**src/hw/rtl/ssp_pkg.sv**
```systemverilog
// ----------------------------------------------------------------------------
// ssp_pkg: shared types and codes of the sparse set slot pool
// Operation and status codes, field widths and the command and status
// structs that join the controller and the datapath.
// ----------------------------------------------------------------------------
package ssp_pkg;

   localparam int OP_W   = 3;
   localparam int ST_W   = 3;
   localparam int ENT_W  = 11;
   localparam int SLOT_W = 10;
   localparam int CAP_W  = 11;

   localparam logic [CAP_W-1:0] CAP_RESET = 11'd1024;

   // Operation codes.
   localparam logic [OP_W-1:0] OP_CREATE        = 3'd0;
   localparam logic [OP_W-1:0] OP_GET_OR_CREATE = 3'd1;
   localparam logic [OP_W-1:0] OP_LOOKUP        = 3'd2;
   localparam logic [OP_W-1:0] OP_REMOVE_ENTITY = 3'd3;
   localparam logic [OP_W-1:0] OP_REMOVE_SLOT   = 3'd4;
   localparam logic [OP_W-1:0] OP_CLEAR         = 3'd5;

   // Status codes.
   localparam logic [ST_W-1:0] ST_OK          = 3'd0;
   localparam logic [ST_W-1:0] ST_NOT_FOUND   = 3'd1;
   localparam logic [ST_W-1:0] ST_FULL        = 3'd2;
   localparam logic [ST_W-1:0] ST_SLOT_RANGE  = 3'd3;
   localparam logic [ST_W-1:0] ST_PRESENT     = 3'd4;

   // How the datapath fills the result word.
   typedef enum logic [1:0] {
      RK_BARE    = 2'd0,
      RK_FOUND   = 2'd1,
      RK_CREATED = 2'd2,
      RK_REMOVED = 2'd3
   } rsp_kind_type;

   typedef struct packed {
      logic             accept;
      logic             create;
      logic             victim;
      logic             remove;
      logic             fixup;
      logic             sweep_begin;
      logic             sweep;
      logic             respond;
      rsp_kind_type     rsp_kind;
      logic [ST_W-1:0]  rsp_status;
   } ssp_cmd_type;

   typedef struct packed {
      logic [OP_W-1:0] op;
      logic            ent_ok;
      logic            present;
      logic            cur_le_count;
      logic            full;
      logic            sidx_ok;
      logic            sweep_last;
   } ssp_stat_type;

endpackage

```
**src/hw/rtl/ssp_ctrl.sv**
```systemverilog
// ----------------------------------------------------------------------------
// ssp_ctrl: controller of the sparse set slot pool
// Sequences each operation through decide, removals also through remove and
// fix-up; runs the clearing pass of the sparse map after reset and on clear.
// ----------------------------------------------------------------------------
module ssp_ctrl (
   input  logic                 clock,
   input  logic                 reset,
   input  logic                 start,
   output logic                 busy,
   input  ssp_pkg::ssp_stat_type stat,
   output ssp_pkg::ssp_cmd_type  cmd
);

   typedef enum logic [5:0] {
      S_IDLE   = 6'b000001,
      S_DECIDE = 6'b000010,
      S_REMOVE = 6'b000100,
      S_FIXUP  = 6'b001000,
      S_CLEAR  = 6'b010000,
      S_INIT   = 6'b100000
   } state_type;

   state_type state_ff;
   state_type state_in;

   assign busy = (state_ff != S_IDLE);

   always_comb begin
      cmd            = '0;
      cmd.rsp_kind   = ssp_pkg::RK_BARE;
      cmd.rsp_status = ssp_pkg::ST_OK;
      state_in       = state_ff;
      unique case (state_ff)
         S_IDLE: begin
            if (start) begin
               cmd.accept = 1'b1;
               state_in   = S_DECIDE;
            end
         end
         S_DECIDE: begin
            state_in = S_IDLE;
            if (stat.op == ssp_pkg::OP_CREATE || stat.op == ssp_pkg::OP_GET_OR_CREATE ||
                stat.op == ssp_pkg::OP_LOOKUP) begin
               cmd.respond = 1'b1;
               priority if (!stat.ent_ok) begin
                  cmd.rsp_status = ssp_pkg::ST_NOT_FOUND;
               end else if (stat.present) begin
                  cmd.rsp_kind   = ssp_pkg::RK_FOUND;
                  cmd.rsp_status = (stat.op == ssp_pkg::OP_CREATE) ?
                                   ssp_pkg::ST_PRESENT : ssp_pkg::ST_OK;
               end else if (stat.op == ssp_pkg::OP_LOOKUP) begin
                  cmd.rsp_status = ssp_pkg::ST_NOT_FOUND;
               end else if (stat.full) begin
                  cmd.rsp_status = ssp_pkg::ST_FULL;
               end else begin
                  cmd.create   = 1'b1;
                  cmd.rsp_kind = ssp_pkg::RK_CREATED;
               end
            end else if (stat.op == ssp_pkg::OP_REMOVE_ENTITY) begin
               if (!stat.ent_ok || !stat.present || !stat.cur_le_count) begin
                  cmd.respond    = 1'b1;
                  cmd.rsp_status = ssp_pkg::ST_NOT_FOUND;
               end else begin
                  cmd.victim = 1'b1;
                  state_in   = S_REMOVE;
               end
            end else if (stat.op == ssp_pkg::OP_REMOVE_SLOT) begin
               if (!stat.sidx_ok) begin
                  cmd.respond    = 1'b1;
                  cmd.rsp_status = ssp_pkg::ST_SLOT_RANGE;
               end else begin
                  cmd.victim = 1'b1;
                  state_in   = S_REMOVE;
               end
            end else if (stat.op == ssp_pkg::OP_CLEAR) begin
               cmd.sweep_begin = 1'b1;
               state_in        = S_CLEAR;
            end else begin
               cmd.respond = 1'b1;
            end
         end
         S_REMOVE: begin
            cmd.remove = 1'b1;
            state_in   = S_FIXUP;
         end
         S_FIXUP: begin
            cmd.fixup    = 1'b1;
            cmd.respond  = 1'b1;
            cmd.rsp_kind = ssp_pkg::RK_REMOVED;
            state_in     = S_IDLE;
         end
         S_CLEAR: begin
            cmd.sweep = 1'b1;
            if (stat.sweep_last) begin
               cmd.respond = 1'b1;
               state_in    = S_IDLE;
            end
         end
         S_INIT: begin
            cmd.sweep = 1'b1;
            if (stat.sweep_last) begin
               state_in = S_IDLE;
            end
         end
         default: begin
            state_in = S_IDLE;
         end
      endcase
   end

   always_ff @(posedge clock) begin
      if (reset) begin
         state_ff <= S_INIT;
      end else begin
         state_ff <= state_in;
      end
   end

endmodule

```
**config.mk**
```make
export PLATFORM = sky130hd
export DESIGN_NAME = ssp_ctrl
export DESIGN_NICKNAME = d
export VERILOG_FILES = /design/src/hw/rtl/ssp_pkg.sv /design/src/hw/rtl/ssp_ctrl.sv
export SDC_FILE = /design/constraint.sdc
export NUM_CORES = 1
export LEC_CHECK = 0
export BUFFER_PORTS_ARGS = -buffer_cell sky130_fd_sc_hd__clkbuf_2
export CAP_MARGIN = 15
export CELL_PAD_IN_SITES_DETAIL_PLACEMENT = 2
export CELL_PAD_IN_SITES_GLOBAL_PLACEMENT = 2
export CORE_MARGIN = 2
export CORE_UTILIZATION = 21
export CTS_CLUSTER_DIAMETER = 150
export DETAILED_ROUTE_END_ITERATION = 8
export PLACE_DENSITY_LB_ADDON = 0.1
export REMOVE_ABC_BUFFERS = 1
export SETUP_SLACK_MARGIN = 0.02
export SYNTH_ARGS = -nofsm -noshare
export SYNTH_HDL_FRONTEND = slang
export SYNTH_SLANG_ARGS = --single-unit
```
**constraint.sdc**
```tcl
create_clock -name clock -period 2 [get_ports clock]
set_input_delay 0.1 -clock clock [delete_from_list [all_inputs] [get_ports clock]]
set_output_delay 0.1 -clock clock [all_outputs]
set_load 0.01 [all_outputs]
```
==> results.md <==
- Combinational share of power: around 22%
- Seq pwr share: between 40% and 50%
- Asr flop ratio synth: 0%
- Clk slew on worst S/H paths: 50 ps
- Count of clock tree sinks: 6
- Largest reg by FF count: state_ff
- Finish-stage setup viols: 0
- Outcome: finished clean
- Fin. max-slew vios: 0
- Minimum clock period: 1890 ps
- Skew final: approximately 7 ps
- Tcrit/Tclk final: 94.5%
- Leading area contributor after synthesis: dfxtp_1
- Final Core Density: 33.2%
- Max Cap Viol: 0
- Int Power: about 0.22 mW
- Largest net degree at the start of global routing: 9
- Initial Util: 22.7%
- Yosys cell types: 30
- Max Fanout on Critical Path: 8
- Die area: 0.00258 mm2
- WP data required: 1900 ps
- DRC: 0
- Crit Path Category: register to primary output
- Hpwl dp: 1300 um
- Synth-to-Final Area Change: 46.3%
- IO Port Bufs: 25
- IO Count: 26
- CTS tree: built
- Net Sw Frac: 27.3%
- Clock power share: between 30 and 40%
- Design Area, Final: 672 um2
- Hold WC Path Type: input port to register
- Switch Pwr: between 0.08 and 0.09 mW
- RePlAce Congestion: a little over 0.7
- Most common cell in the netlist: nor2_1
- EDFF count, synth: 0
- Layout cells sized above 1: 41.8%
- Cell Rows: 16
- Placed insts: roughly 120
- Seq cells post-synth: 6
- Clk_lat worst skew: about 240 ps
- NumNets Final: about 110
- Die height: between 50 and 60 um
- Final Non-Filler Cells: 118
- Max H-tree Level: 1
- Worst Tran Pin Value: 320 ps
- Die Width: 50.8 um
- Max-slew headroom: just under 80%
- Critical Path Sink Type: primary output
- Post-CTS Setup Bufs: 0
- CTS Buf Count: 3
- Total power: 0.309 mW
- Synth top area cells: dfxtp_1 26%, nor2_1 5.7%, o21ai_0 5.4%, nand3_1 4.4%, xnor2_1 3.8%
- Post-route ant nets: 0
- Mapped Area: roughly 460 um2
- Antenna violations before repair: 0
- Drt first pass iters: 4
- Power Dens Cells: 459 mW/mm2
- Post-synthesis sequential area ratio: 26.2%
- RSZ-0062 raised after global routing: no
- YS warnings: 0
- Worst EP arrival: roughly 1800 ps
- Synth top area share: 26.2%
- Syn_area_per_cell: 7.41 um2
- Overall routed net length: about 1500 um
- Final hold violations: 0
- GRT Util Overall: approximately an eighth
- CORE AREA: 0.00202 mm2
- CTS Buffer Depth: 2
- Setup TNS: 0 ps
- Root buffer cell: clkbuf_4
- Most frequent cells after synthesis: 7 x nor2_1, 6 x dfxtp_1, 5 x o21ai_0, 4 x nand2_1, 4 x nand3_1
- Vias per Instance: roughly 5
- P_leak: between 0.3 and 0.4 nW
- Biggest regs: state_ff (6)
- DR WL/cell: between 10 and 15 um
- Via count: between 500 and 600
- Max VDD drop: around 0.25 mV
- Syn Inst Count: slightly above 60
- Max reg flops: 6
- CP startpoint kind: register
- Number of global-route vias before repair: about 600
- Synth Flop Type: dfxtp_1
- Antenna diodes: 0
- Fmax: approximately 530 MHz
- Placed instance area: about 630 um2
- Grt ovf: 0
- First-pass GRT wire length: 2540 um
- Initial DRC count: 5
## final cells by class
class	count	area, um2
clock buffer	3	22.5
inverter	3	11.3
timing repair buffer	27	140
sequential	6	124
fill	264	1350
tap	27	33.8
multi-input combinational	52	340
## critical path, stage by stage, from the launching register on
cell,delay (ps)
dfxtp_4,360
or4_4,530
or3b_4,390
inv_2,60
or2_1,80
clkbuf_2,120
## logic make-up after synthesis
logic type,share of synthesized area (%)
flops,26.2
xor+xnor,3.82
mux,2.18
simple gates,46.3
buf+inv,3.54
compound gates,18.0
## placed cells by master, fill, tap and decap left out, types with 2 or more instances in the layout
master	count
a21o_1	2
clkbuf_2	25
dfxtp_1	5
nor2b_1	2
buf_4	2
clkbuf_4	3
and3_1	2
nand3_1	4
inv_1	2
nand3b_1	2
nor3_1	3
xnor2_1	2
nor2_1	7
nand2_1	4
a21oi_1	3
o21ai_0	5
## worst paths after layout
kind | start | end | slack (ps) | depth (start not counted)
setup / recovery | state_ff[0] | cmd[4] | 110 | 5
hold / removal | reset | state_ff[0] | 80 | 2
setup reg to reg | state_ff[1] | state_ff[3] | 420 | 4
hold reg to reg | state_ff[5] | state_ff[5] | 580 | 1
## per-layer routing
| layer | vias up | GRT usage [%] | wire, um | share of wire [%] |
|---|---|---|---|---|
| li1 | 288 | - | - | - |
| met4 | 0 | 5.41 | 0 | 0 |
| met5 | - | 0 | 0 | 0 |
| met1 | 273 | 16.7 | 728 | 48 |
| met2 | 14 | 21.5 | 737 | 48 |
| met3 | 0 | 2.68 | 60 | 3.9 |
## stage by stage
step / setup WS, ps / hold WS (ps)
finish: 109 / 79.5
global route: 24.8 / 83.6
CTS: 22.8 / 84.8
detailed placement: 295 / 353
global placement: 339 / 348
floorplan: 425 / 172
## power groups by stage
stage,clock (mW),combinational [mW],sequential (mW)
3_5_place_dp,0,0.0652,0.133
6_report,0.111,0.0665,0.131
2_1_floorplan,0,0.0325,0.131
3_3_place_gp,0,0.0637,0.132
5_1_grt,0.129,0.0756,0.132
4_1_cts,0.117,0.0656,0.130
## repair_timing
item / CTS / global route
endpoints found under the setup margin: 0 / 4
hold buffers: 0 / 0
gates resized for setup: 0 / 6
No activity file was read; power rests on OpenSTA's default activity.
